--- config.mk ---
export PLATFORM = sky130hd
export DESIGN_NAME = mpcm_ctrl
export DESIGN_NICKNAME = d
export VERILOG_FILES = /design/src/rtl/core/mpcm_pkg.sv /design/src/rtl/core/mpcm_ctrl.sv
export SDC_FILE = /design/constraint.sdc
export NUM_CORES = 1
export LEC_CHECK = 0
export BUFFER_PORTS_ARGS = -buffer_cell sky130_fd_sc_hd__buf_4
export CORE_ASPECT_RATIO = 0.9
export CORE_MARGIN = 2
export CORE_UTILIZATION = 40
export DETAILED_ROUTE_END_ITERATION = 7
export HOLD_SLACK_MARGIN = 0.05
export PLACE_DENSITY_LB_ADDON = 0.1
export SKIP_CTS_REPAIR_TIMING = 1
export SYNTH_ARGS = -nofsm -noshare
export SYNTH_HDL_FRONTEND = slang
export SYNTH_SLANG_ARGS = --single-unit
--- constraint.sdc ---
create_clock -name clk -period 3.1 [get_ports clk]
set_input_delay 0.465 -clock clk [delete_from_list [all_inputs] [get_ports clk]]
set_output_delay 0.465 -clock clk [all_outputs]
set_load 0.01 [all_outputs]
--- src/rtl/core/mpcm_pkg.sv ---
// Shared types, codes and constants of the multi-pattern cover matcher.
`timescale 1ns / 1ps
package mpcm_pkg;

	localparam int ALPHABET = 26;
	localparam int OP_W     = 2;
	localparam int SYM_W    = 5;
	localparam int MATCH_W  = 7;
	localparam int COUNT_W  = 21;
	localparam int STATUS_W = 2;
	localparam int MAX_TEXT = 1048576;

	// operation codes
	localparam logic [OP_W-1:0] OP_PATTERN = 2'd0;
	localparam logic [OP_W-1:0] OP_BUILD   = 2'd1;
	localparam logic [OP_W-1:0] OP_TEXT    = 2'd2;

	// status codes
	localparam logic [STATUS_W-1:0] ST_OK   = 2'd0;
	localparam logic [STATUS_W-1:0] ST_FULL = 2'd1;
	localparam logic [STATUS_W-1:0] ST_BAD  = 2'd2;

	typedef struct packed {
		logic [OP_W-1:0]  operation;
		logic [SYM_W-1:0] symbol;
		logic             last;
	} item_t;

	typedef struct packed {
		logic [MATCH_W-1:0]  match_length;
		logic [COUNT_W-1:0]  uncovered_count;
		logic                count_valid;
		logic [STATUS_W-1:0] status;
	} result_t;

	typedef enum logic [4:0] {
		S_CLEAR,
		S_IDLE,
		S_DECODE,
		S_INS_CHK,
		S_TAIL,
		S_MARK,
		S_SCAN_NEXT,
		S_SCAN_UPD,
		S_POP,
		S_SCAN_END,
		S_BLD_ROOT,
		S_BLD_C,
		S_BLD_U,
		S_BLD_FU,
		S_BLD_WROW,
		S_BLD_POP,
		S_BLD_NOW,
		S_BLD_F,
		S_BLD_FROW,
		S_FINISH
	} ctrl_state_t;

	typedef enum logic [5:0] {
		CMD_NONE,
		CMD_CLEAR,
		CMD_CAPTURE,
		CMD_SET_BAD,
		CMD_SET_ERR1,
		CMD_SET_ERR2,
		CMD_RD_CUR,
		CMD_ADVANCE,
		CMD_CREATE,
		CMD_RD_MARK,
		CMD_MARK,
		CMD_PAT_DONE,
		CMD_RD_SCAN,
		CMD_SCAN_ROOT,
		CMD_SCAN_STEP,
		CMD_SCAN_UPD,
		CMD_POP_STEP,
		CMD_SCAN_END,
		CMD_BLD_INIT,
		CMD_LATCH_ROW,
		CMD_FILL,
		CMD_RD_U,
		CMD_LATCH_U,
		CMD_WR_U,
		CMD_ROW_WR,
		CMD_Q_RD,
		CMD_NOW_RD,
		CMD_F_RD,
		CMD_LATCH_F,
		CMD_BLD_DONE,
		CMD_EMIT
	} dp_cmd_t;

	typedef struct packed {
		logic [OP_W-1:0] op;
		logic            scan_phase;
		logic            perr_set;
		logic            ins_bad;
		logic            sym_bad;
		logic            last;
		logic            ins_child_zero;
		logic            trie_full;
		logic            bld_child_zero;
		logic            c_last;
		logic            q_empty;
		logic            clr_last;
		logic            pop_last;
		logic            out_busy;
	} dp_status_t;

endpackage

--- src/rtl/core/mpcm_ctrl.sv ---
// Controller: sequences the datapath one command per cycle.
`timescale 1ns / 1ps
module mpcm_ctrl (
	input  logic                 clk,
	input  logic                 arst_n,
	input  logic                 item_valid,
	input  mpcm_pkg::dp_status_t st,
	output logic                 item_stall,
	output mpcm_pkg::dp_cmd_t    cmd
);

	mpcm_pkg::ctrl_state_t state_q, state_d;

	always_ff @(posedge clk or negedge arst_n) begin
		if (!arst_n) begin
			state_q <= mpcm_pkg::S_CLEAR;
		end else begin
			state_q <= state_d;
		end
	end

	assign item_stall = (state_q != mpcm_pkg::S_IDLE);

	// next state
	always_comb begin
		state_d = state_q;
		unique case (state_q)
			mpcm_pkg::S_CLEAR: if (st.clr_last) state_d = mpcm_pkg::S_IDLE;
			mpcm_pkg::S_IDLE: if (item_valid) state_d = mpcm_pkg::S_DECODE;
			mpcm_pkg::S_DECODE: begin
				priority if (st.op == mpcm_pkg::OP_PATTERN && !st.scan_phase) begin
					state_d = (st.perr_set || st.ins_bad) ? mpcm_pkg::S_TAIL
					                                      : mpcm_pkg::S_INS_CHK;
				end else if (st.op == mpcm_pkg::OP_BUILD && !st.scan_phase) begin
					state_d = mpcm_pkg::S_BLD_ROOT;
				end else if (st.op == mpcm_pkg::OP_TEXT && st.scan_phase) begin
					state_d = st.sym_bad ? mpcm_pkg::S_SCAN_UPD : mpcm_pkg::S_SCAN_NEXT;
				end else begin
					state_d = mpcm_pkg::S_FINISH;
				end
			end
			mpcm_pkg::S_INS_CHK: state_d = mpcm_pkg::S_TAIL;
			mpcm_pkg::S_TAIL:
				state_d = (st.last && !st.perr_set) ? mpcm_pkg::S_MARK : mpcm_pkg::S_FINISH;
			mpcm_pkg::S_MARK: state_d = mpcm_pkg::S_FINISH;
			mpcm_pkg::S_SCAN_NEXT: state_d = mpcm_pkg::S_SCAN_UPD;
			mpcm_pkg::S_SCAN_UPD: state_d = st.last ? mpcm_pkg::S_POP : mpcm_pkg::S_FINISH;
			mpcm_pkg::S_POP: if (st.pop_last) state_d = mpcm_pkg::S_SCAN_END;
			mpcm_pkg::S_SCAN_END: state_d = mpcm_pkg::S_FINISH;
			mpcm_pkg::S_BLD_ROOT: state_d = mpcm_pkg::S_BLD_C;
			mpcm_pkg::S_BLD_C: begin
				if (!st.bld_child_zero) begin
					state_d = mpcm_pkg::S_BLD_U;
				end else if (st.c_last) begin
					state_d = mpcm_pkg::S_BLD_WROW;
				end
			end
			mpcm_pkg::S_BLD_U: state_d = mpcm_pkg::S_BLD_FU;
			mpcm_pkg::S_BLD_FU: state_d = st.c_last ? mpcm_pkg::S_BLD_WROW : mpcm_pkg::S_BLD_C;
			mpcm_pkg::S_BLD_WROW: state_d = mpcm_pkg::S_BLD_POP;
			mpcm_pkg::S_BLD_POP: state_d = st.q_empty ? mpcm_pkg::S_FINISH : mpcm_pkg::S_BLD_NOW;
			mpcm_pkg::S_BLD_NOW: state_d = mpcm_pkg::S_BLD_F;
			mpcm_pkg::S_BLD_F: state_d = mpcm_pkg::S_BLD_FROW;
			mpcm_pkg::S_BLD_FROW: state_d = mpcm_pkg::S_BLD_C;
			mpcm_pkg::S_FINISH: if (!st.out_busy) state_d = mpcm_pkg::S_IDLE;
		endcase
	end

	// commands
	always_comb begin
		cmd = mpcm_pkg::CMD_NONE;
		unique case (state_q)
			mpcm_pkg::S_CLEAR: cmd = mpcm_pkg::CMD_CLEAR;
			mpcm_pkg::S_IDLE: if (item_valid) cmd = mpcm_pkg::CMD_CAPTURE;
			mpcm_pkg::S_DECODE: begin
				priority if (st.op == mpcm_pkg::OP_PATTERN && !st.scan_phase) begin
					priority if (st.perr_set) cmd = mpcm_pkg::CMD_NONE;
					else if (st.ins_bad) cmd = mpcm_pkg::CMD_SET_ERR2;
					else cmd = mpcm_pkg::CMD_RD_CUR;
				end else if (st.op == mpcm_pkg::OP_BUILD && !st.scan_phase) begin
					cmd = mpcm_pkg::CMD_BLD_INIT;
				end else if (st.op == mpcm_pkg::OP_TEXT && st.scan_phase) begin
					cmd = st.sym_bad ? mpcm_pkg::CMD_SCAN_ROOT : mpcm_pkg::CMD_RD_SCAN;
				end else begin
					cmd = mpcm_pkg::CMD_SET_BAD;
				end
			end
			mpcm_pkg::S_INS_CHK: begin
				priority if (!st.ins_child_zero) cmd = mpcm_pkg::CMD_ADVANCE;
				else if (st.trie_full) cmd = mpcm_pkg::CMD_SET_ERR1;
				else cmd = mpcm_pkg::CMD_CREATE;
			end
			mpcm_pkg::S_TAIL:
				cmd = (st.last && !st.perr_set) ? mpcm_pkg::CMD_RD_MARK : mpcm_pkg::CMD_PAT_DONE;
			mpcm_pkg::S_MARK: cmd = mpcm_pkg::CMD_MARK;
			mpcm_pkg::S_SCAN_NEXT: cmd = mpcm_pkg::CMD_SCAN_STEP;
			mpcm_pkg::S_SCAN_UPD: cmd = mpcm_pkg::CMD_SCAN_UPD;
			mpcm_pkg::S_POP: cmd = mpcm_pkg::CMD_POP_STEP;
			mpcm_pkg::S_SCAN_END: cmd = mpcm_pkg::CMD_SCAN_END;
			mpcm_pkg::S_BLD_ROOT: cmd = mpcm_pkg::CMD_LATCH_ROW;
			mpcm_pkg::S_BLD_C: cmd = st.bld_child_zero ? mpcm_pkg::CMD_FILL : mpcm_pkg::CMD_RD_U;
			mpcm_pkg::S_BLD_U: cmd = mpcm_pkg::CMD_LATCH_U;
			mpcm_pkg::S_BLD_FU: cmd = mpcm_pkg::CMD_WR_U;
			mpcm_pkg::S_BLD_WROW: cmd = mpcm_pkg::CMD_ROW_WR;
			mpcm_pkg::S_BLD_POP: cmd = st.q_empty ? mpcm_pkg::CMD_BLD_DONE : mpcm_pkg::CMD_Q_RD;
			mpcm_pkg::S_BLD_NOW: cmd = mpcm_pkg::CMD_NOW_RD;
			mpcm_pkg::S_BLD_F: cmd = mpcm_pkg::CMD_F_RD;
			mpcm_pkg::S_BLD_FROW: cmd = mpcm_pkg::CMD_LATCH_F;
			mpcm_pkg::S_FINISH: if (!st.out_busy) cmd = mpcm_pkg::CMD_EMIT;
		endcase
	end

endmodule

==> run_results.csv, run 1 <==
group,metric,value,unit
run_status,outcome,"completed",
worst_setup_path,crit_path_end_kind,"output port",
power_and_ir_drop,net-switching-power,561,uW
logic_synthesis,async_flop_share,100,%
global_route,grt_pass1_wl,4.91,mm
route,top_layer_used,"met4",
finish,nNetsFinal,185,
global_route,grt_usage,21.4,%
route,drcViolationCount,0,
worst_hold_path,min_path_type,"in -> async",
route,drt_pass1_iterations,5,
logic_synthesis,ys_seq_area_share,12.7,%
sta,rsz0062_at_grt,"no",
worst_setup_path,cp-start-kind,"flop",
route,vias,1204,
route,wl_per_cell,15.3,um
power_and_ir_drop,pwr-share-clk,6.9,%
power_and_ir_drop,p_sw_share,52.1,%
finish,drive_gt1_share,20.5,%
logic_synthesis,ys_ff_latch,5,
finish,top_register,"state_q",
sta,drv_slew,0,
sta,setup_viol,0,
worst_setup_path,worstPathRequired,2.63,ns
placed_design,gp_congestion,0.836,
finish,seq_area,125,um^2
route,met1_length,1.39,mm
clock_tree,cts_buffers,3,
route,route.met3.wl,224,um
placed_design,place_ws,0.598,ns
floorplanning,pin_count,25,
sta,tns,0,ns
worst_setup_path,arrival,2.33,ns
sta,fmax,0.358,GHz
logic_synthesis,synth_edf_count,0,
clock_tree,clockRootBuffer,"clkbuf_4",
finish,nFillCells,260,
clock_tree,clk_path_buf_depth,2,
clock_tree,cts_tree,"done",
power_and_ir_drop,internal_power,517,uW
sta,finalHoldViolCount,0,
finish,top_regs,"state_q x5",
sta,fin_ws,0.306,ns
worst_setup_path,path_class,"reg -> out",
power_and_ir_drop,p_per_area,919,nW/um^2
clock_tree,clock-sinks,5,
route,wl_met2,1.25,mm
sta,slew_headroom,51.8,%
floorplanning,die_y,51.1,um
logic_synthesis,synth_area,985,um^2
power_and_ir_drop,ir_drop,0.581,mV
logic_synthesis,synth_cell_types,45,
logic_synthesis,yosysWarnings,0,
logic_synthesis,synthFlopType,"dfrtp_1",
sta,fin_skew,0.000914,ns
global_route,antenna_found_initial,0,
power_and_ir_drop,leakage,0.000459,uW
finish,final_common_cell,"buf_4",
placed_design,io_buffers,23,
finish,largest_reg_flops,5,
route,drt-initial-drc-count,47,
logic_synthesis,syn_nets,166,
logic_synthesis,synth_area_per_cell,6.65,um^2
global_route,grt_overflow,0,
sta,worst_slew_pin_slew,0.722,ns
finish,most-common-layout-cells,"27 x buf_4, 13 x nor2b_1, 12 x nor2_1",
power_and_ir_drop,p_comb_share,74.1,%
sta,post-route-period-util,90.1,%
route,ant_nets,0,
finish,syn_to_final_growth,19.1,%
route,wirelength,2.96,mm
floorplanning,core_region_area,2400,um^2
finish,multi_input_area,769,um^2
logic_synthesis,synth_cells,148,
run,drv_cap,0,
finish,diodes,0,
worst_setup_path,critPathMaxFanout,24,
floorplanning,die_area,2880,um^2
floorplanning,die-width,56.3,um
global_route,grt_max_degree,25,
route,vias_per_cell,6.21,
sta,period_needed,2.79,ns
placed_design,dp_hpwl,2.27,mm
floorplanning,start_util,41.0,%
clock_tree,clock_latency,0.24,ns
floorplanning,rows,17,
global_route,grt_pass1_vias,1066,
clock_tree,path_clk_slew,0.04,ns
clock_tree,ctsHtreeMaxLevel,1,
power_and_ir_drop,seqPwrFrac,19.0,%
==> synthesized netlist by cell type, drive strengths merged (2+ instances only) <==
cell    number  share of area [%]
nand3        5                2.5
nand4b       3                2.7
mux2         2                2.3
dfrtp        5                 13
and2         2                1.5
a31oi        5                3.2
nor3         9                4.6
buf         13                8.4
o21a         3                2.3
a21oi        8                4.1
o22ai        5                3.2
o21ai       17                9.0
and3         3                1.9
nor2        12                4.6
o221ai       3                2.7
nand2b       3                1.9
nor2b       13                8.3
o211ai       6                4.6
nand2       11                4.2
==> area by class of cell <==
type | instances | area share [%]
inverters | 1 | 0.320
repair buffers | 28 | 18.1
clock buffers | 4 | 2.24
flip-flops and latches | 5 | 10.7
well taps | 28 | 2.99
multi-input cells | 128 | 65.6
==> metrics by stage <==
stage | cell area, um^2 | hold WS (ns) | util, % | power (uW) | instances
after floorplan | 985 | 0.169 | - | 777 | 148
after global placement | 1140 | 0.268 | 47.3 | 1000 | 189
after detailed placement | 1140 | 0.272 | 47.3 | 996 | 189
after CTS | 1160 | 0.00941 | 48.4 | 1080 | 193
after global routing | 1170 | 0.575 | 48.8 | 1190 | 194
final | 1170 | 0.572 | 48.8 | 1080 | 194
==> power groups by stage <==
stage	Sequential (uW)	Clock [uW]	Combinational [uW]
after global routing	214	85.3	890
after CTS	200	79.2	799
after global placement	201	0	800
after detailed placement	201	0	795
final	205	74.8	799
after floorplan	116	0	661
==> per-layer routing <==
metal	GRT usage [%]	up-vias
li1	-	591
met1	28.8	542
met2	31.8	61
met3	6.33	10
met4	8.73	0
met5	0	-
==> worst max-delay path: stages, from the launching register on <==
cell and delay [ns]:
dfrtp_1 0.80, nor2_1 0.25, nand2_1 0.15, o22ai_1 0.08, and3_1 0.19, or4_1 0.46, buf_4 0.15
==> logic make-up after synthesis <==
group	Yosys count	synth area share, %
simple gates	68	37.7
compound gates	56	36.7
buf+inv	15	9.15
flops	5	12.7
mux	3	3.30
other cells	1	0.381
==> path summary, 6_finish.rpt <==
kind	from	to	slack (ns)	cells past startpoint
worst max-delay path	state_q[2]$_DFFE_PN0P_	cmd[2]	0.31	6
worst min-delay path	arst_n	state_q[1]$_DFFE_PN0P_	0.57	2
worst max register to register	state_q[2]$_DFFE_PN0P_	state_q[1]$_DFFE_PN0P_	1.15	5
worst min register to register	state_q[3]$_DFFE_PN0P_	state_q[2]$_DFFE_PN0P_	0.88	3
max in group asynchronous	arst_n	state_q[4]$_DFFE_PN0P_	2.42	2
min in group clk	st[13]	state_q[3]$_DFFE_PN0P_	0.58	3
Note: power is estimated with default switching activity, not from simulation.
==> inputs of run 2 (changes only) <==
--- a/config.mk
+++ b/config.mk
@@ -5,6 +5,7 @@
 export SDC_FILE = /design/constraint.sdc
 export NUM_CORES = 1
 export LEC_CHECK = 0
+export ABC_AREA = 1
 export BUFFER_PORTS_ARGS = -buffer_cell sky130_fd_sc_hd__buf_4
 export CORE_ASPECT_RATIO = 0.9
 export CORE_MARGIN = 2
==> constraint.sdc (replaced) <==
create_clock -name clk -period 2.9 [get_ports clk]
set_input_delay 0.435 -clock clk [delete_from_list [all_inputs] [get_ports clk]]
set_output_delay 0.435 -clock clk [all_outputs]
set_load 0.01 [all_outputs]
==> run_results.csv, run 2 <==
group,metric,value,unit
floorplanning,core_region_area,2420,um^2
run,drv_cap,0,
global_route,met1_usage,31.8,%
sta,finalHoldViolCount,0,
route,drt_pass1_iterations,4,
finish,top_register,"state_q",
finish,nFillCells,269,
global_route,grt_pass1_wl,5.41,mm
worst_setup_path,critPathLaunch,"state_q[4]$_DFFE_PN0P_",
worst_setup_path,path_class,"reg -> out",
route,wirelength,3.22,mm
floorplanning,die_area,2960,um^2
placed_design,io_buffers,23,
power_and_ir_drop,ir_drop,0.698,mV
power_and_ir_drop,pwr-share-clk,7.0,%
clock_tree,cts_tree,"done",
logic_synthesis,synth_edf_count,0,
sta,hold_ws,0.527,ns
sta,drv_slew,0,
clock_tree,clockRootBuffer,"clkbuf_4",
floorplanning,start_util,42.0,%
finish,largest_reg_flops,5,
clock_tree,clk_path_buf_depth,2,
worst_setup_path,worstPathRequired,2.47,ns
logic_synthesis,async_flop_share,100,%
logic_synthesis,synth_area,1020,um^2
global_route,grt_max_degree,14,
power_and_ir_drop,internal_power,514,uW
run_status,outcome,"completed",
sta,tns,0,ns
placed_design,dp.cells,232,
logic_synthesis,syn_nets,204,
finish,nNetsFinal,228,
finish,top_regs,"state_q x5",
power_and_ir_drop,p_per_area,991,nW/um^2
power_and_ir_drop,leakage,0.000760,uW
clock_tree,ctsHtreeMaxLevel,1,
worst_setup_path,critPathMaxFanout,11,
worst_setup_path,cp-start-kind,"flop",
finish,drive_gt1_share,25.4,%
floorplanning,die_y,51.8,um
finish,diodes,0,
power_and_ir_drop,net-switching-power,688,uW
route,wl_per_cell,13.6,um
finish,instances_no_fill,237,
global_route,grt_overflow,0,
logic_synthesis,synthTopCellsByArea,"nand2_1 18%, dfrtp_1 12%, nor2_1 12%, nand3_1 8.9%, inv_1 7.4%",
sta,fin_skew,0.00263,ns
worst_setup_path,crit_path_end_kind,"output port",
route,vias_per_cell,5.45,
global_route,use_met3,3.98,%
route,drcViolationCount,0,
floorplanning,die-width,57.2,um
sta,post-route-period-util,81.8,%
power_and_ir_drop,seqPwrFrac,16.1,%
logic_synthesis,synth_common_cells,"49 x nand2_1, 33 x nor2_1, 20 x inv_1",
sta,rsz0062_at_grt,"no",
worst_setup_path,r2r-start,"state_q[4]$_DFFE_PN0P_",
finish,syn_to_final_growth,19.2,%
placed_design,dp_hpwl,2.66,mm
global_route,grt_most_used_layer,"met2",
logic_synthesis,synth_area_per_cell,5.47,um^2
power_and_ir_drop,p_comb_share,76.9,%
logic_synthesis,synth_most_common_cell,"nand2_1",
floorplanning,rows,17,
worst_hold_path,min_path_type,"in -> async",
logic_synthesis,synth_cell_types,29,
global_route,grt_usage,23.5,%
global_route,met2_usage,39.5,%
finish,seq_area,125,um^2
finish,most-common-layout-cells,"49 x nand2_1, 33 x nor2_1, 23 x buf_4",
sta,setup_viol,0,
logic_synthesis,synth_cells,186,
clock_tree,cts_buffers,3,
route,ant_nets,0,
worst_setup_path,arrival,1.94,ns
logic_synthesis,ys_ff_latch,5,
finish,multi_input_area,737,um^2
logic_synthesis,synth_top_area_share,18.1,%
global_route,antenna_found_initial,0,
global_route,grt_pass1_vias,1219,
clock_tree,path_clk_slew,0.05,ns
logic_synthesis,synthFlopType,"dfrtp_1",
sta,period_needed,2.37,ns
logic_synthesis,ys_seq_area_share,12.3,%
sta,fmax,0.422,GHz
clock_tree,clock-sinks,5,
finish,final_util,50.0,%
logic_synthesis,yosysTopAreaCell,"nand2_1",
logic_synthesis,yosysWarnings,0,
floorplanning,pin_count,25,
power_and_ir_drop,p_sw_share,57.2,%
clock_tree,clock_latency,0.25,ns
finish,final_common_cell,"nand2_1",
route,vias,1291,
route,drt-initial-drc-count,50,
placed_design,gp_congestion,0.954,
-- run 2: cell types whose count changed after synthesis, sizes merged, moves of 4 or more --
cell / delta
a21oi: -6
buf: -8
inv: +27
nand2: +45
nand3: +15
nand4: +7
nor2: +29
nor2b: -13
nor3: -4
o211ai: -5
o21ai: -12
o22ai: -4
-- run 2: power by group through the flow --
stage               Clock [uW]  Sequential (uW)  Combinational (uW)
floorplan                    0              146                 720
global placement             0              190                 940
detailed placement           0              192                 916
CTS                       87.0              192                 924
global route              90.4              203                1040
finish                    83.7              194                 924
-- run 2: per-stage QoR --
step                area (um^2)  setup WS (ns)  total power [uW]
floorplan                  1020           1.22               866
global placement           1180          0.777              1130
detailed placement         1180          0.835              1110
CTS                        1200          0.549              1200
global route               1210          0.393              1330
finish                     1210          0.529              1200
-- run 2: path summary, 6_finish.rpt --
path,end,slack [ns],depth (start not counted)
max,cmd[1],0.53,8
min,state_q[3]$_DFFE_PN0P_,0.53,2
max reg2reg,state_q[2]$_DFFE_PN0P_,1.15,7
min reg2reg,state_q[1]$_DFFE_PN0P_,0.68,2
max in group asynchronous,state_q[0]$_DFFE_PN0P_,2.26,2
min in group clk,state_q[4]$_DFFE_PN0P_,0.57,5
-- run 2: kinds of logic (layout without fill, tap and decap cells) --
kind of cell,count (synthesis),after routing,share of synthesized area (%)
flops,5,5,12.3
simple gates,133,133,62.9
buf+inv,33,56,15.3
compound gates,14,14,9.23
other cells,1,1,0.369
-- run 2: cell type report --
type                    count  area share, %
clock buffers               4           2.17
inverters                  28           8.77
multi-input cells         148           60.8
flip-flops and latches      5           10.3
well taps                  28           2.89
repair buffers             24           15.1
-- run 2: critical path: stages (launching register included) --
cell and delay, ns:
dfrtp_1 0.63, inv_2 0.20, nand3_2 0.16, inv_2 0.05, o21ai_2 0.08, nand2_1 0.07
nor3b_1 0.20, nand4_1 0.13, buf_4 0.17
-- run 2: routing by layer --
metal  part of all wire [%]  up-vias
li1                       -      648
met1                     44      575
met4                   0.99        0
met3                    7.9        4
met5                      0        -
met2                     47       64
==> inputs of run 3 (changes only) <==
==> constraint.sdc (replaced) <==
create_clock -name clk -period 2.16 [get_ports clk]
set_input_delay 0.324 -clock clk [delete_from_list [all_inputs] [get_ports clk]]
set_output_delay 0.324 -clock clk [all_outputs]
set_load 0.01 [all_outputs]
==> run_results.csv, run 3 (synthesis gave the netlist of run 2 again) <==
group,metric,value,unit
power_and_ir_drop,ir_drop,1.06,mV
global_route,antenna_found_initial,0,
worst_setup_path,arrival,1.78,ns
sta,fmax,0.476,GHz
finish,drive_gt1_share,28.6,%
finish,seq_area,130,um^2
sta,hold_ws,0.413,ns
clock_tree,clock_latency,0.25,ns
finish,multi_input_area,742,um^2
worst_hold_path,min_path_type,"in -> async",
placed_design,gp_congestion,0.947,
finish,top_regs,"state_q x5",
route,wl_per_cell,14.5,um
floorplanning,die_area,2960,um^2
route,drt-initial-drc-count,62,
clock_tree,path_clk_slew,0.04,ns
placed_design,dp.cells,233,
global_route,grt_overflow,0,
sta,setup_viol,0,
placed_design,placed_cell_area,1180,um^2
sta,drv_slew,0,
finish,most-common-layout-cells,"49 x nand2_1, 33 x nor2_1, 27 x buf_4",
sta,period_needed,2.10,ns
route,wirelength,3.50,mm
finish,final_area,1250,um^2
route,drcViolationCount,0,
finish,instances_no_fill,241,
run_status,outcome,"completed",
clock_tree,cts_buffers,3,
clock_tree,clockRootBuffer,"clkbuf_4",
worst_setup_path,r2r_slack,0.53,ns
worst_setup_path,r2r-start,"state_q[1]$_DFFE_PN0P_",
finish,nFillCells,276,
power_and_ir_drop,leakage,0.000774,uW
sta,tns,0,ns
global_route,grt_pass1_vias,1167,
finish,final_common_cell,"nand2_1",
finish,syn_to_final_growth,23.4,%
sta,finalHoldViolCount,0,
worst_setup_path,crit_path_end_kind,"output port",
sta,post-route-period-util,97.2,%
floorplanning,die-width,57.2,um
clock_tree,clock-sinks,5,
run,drv_cap,0,
placed_design,io_buffers,23,
finish,largest_reg_flops,5,
clock_tree,clk_path_buf_depth,2,
global_route,grt_max_degree,12,
clock_tree,cts_tree,"done",
worst_setup_path,path_class,"reg -> out",
global_route,grt_pass1_wl,5.45,mm
route,vias_per_cell,5.59,
worst_setup_path,critPathMaxFanout,6,
clock_tree,ctsHtreeMaxLevel,1,
floorplanning,core_region_area,2420,um^2
floorplanning,pin_count,25,
finish,top_register,"state_q",
finish,final_util,51.8,%
route,ant_nets,0,
sta,rsz0062_at_grt,"no",
worst_setup_path,cp-start-kind,"flop",
worst_setup_path,critPathLaunch,"state_q[2]$_DFFE_PN0P_",
finish,nNetsFinal,232,
route,vias,1348,
sta,fin_skew,0.000457,ns
route,drt_pass1_iterations,5,
finish,diodes,0,
floorplanning,start_util,42.0,%
floorplanning,die_y,51.8,um
power_and_ir_drop,p_per_area,1380,nW/um^2
global_route,grt_usage,24.0,%
worst_setup_path,worstPathRequired,1.84,ns
floorplanning,rows,17,
placed_design,dp_hpwl,2.90,mm
## run 3: changes by cell type in the layout (fill, tap and decap cells not counted)
cell,delta
buf_4,+4
nor2_4,+1
inv_2,-1
dfrtp_2,+4
nor2_2,-1
dfrtp_1,-4
inv_4,+1
## run 3: critical path, cell delays in order, from the launching register on
cell and delay (ns):
dfrtp_2 0.47, inv_1 0.12, nor2_4 0.07, nand3_2 0.12
inv_2 0.06, o21ai_2 0.08, nand2_1 0.08, nor3b_1 0.22
nand4_1 0.14, buf_4 0.17
## run 3: final cells by class
type                    instances  area share, %
clock buffers                   4           2.09
repair buffers                 28           16.9
flip-flops and latches          5           10.4
inverters                      28           8.67
well taps                      28           2.79
multi-input cells             148           59.1
## run 3: where the power goes
part	internal [uW]	leakage, uW	switching [uW]
clock	70.0	0.0000150	41.1
combinational	540	0.000701	818
sequential	148	0.0000586	121
total	757	0.000774	981
## run 3: path summary, 6_finish.rpt
check,end,cells past startpoint
max in group asynchronous,state_q[1]$_DFFE_PN0P_,2
hold / removal,state_q[4]$_DFFE_PN0P_,2
hold reg to reg,state_q[1]$_DFFE_PN0P_,2
setup reg to reg,state_q[0]$_DFFE_PN0P_,8
min in group clk,state_q[4]$_DFFE_PN0P_,5
setup / recovery,cmd[1],9
## run 3: routing by layer
layer	vias to the layer above	global-route usage [%]	share of wire, %
met3	4	2.99	10
met2	72	38.7	45
met5	-	0	0
li1	654	-	-
met1	618	35.3	44
met4	0	2.33	0.63
## run 3: stage by stage
step | total power [uW] | setup WS [ns]
5_1_grt | 1890 | 0.00906
6_report | 1740 | 0.0604
3_3_place_gp | 1550 | 0.175
3_5_place_dp | 1540 | 0.171
4_1_cts | 1650 | -0.0929
2_1_floorplan | 1160 | 0.594
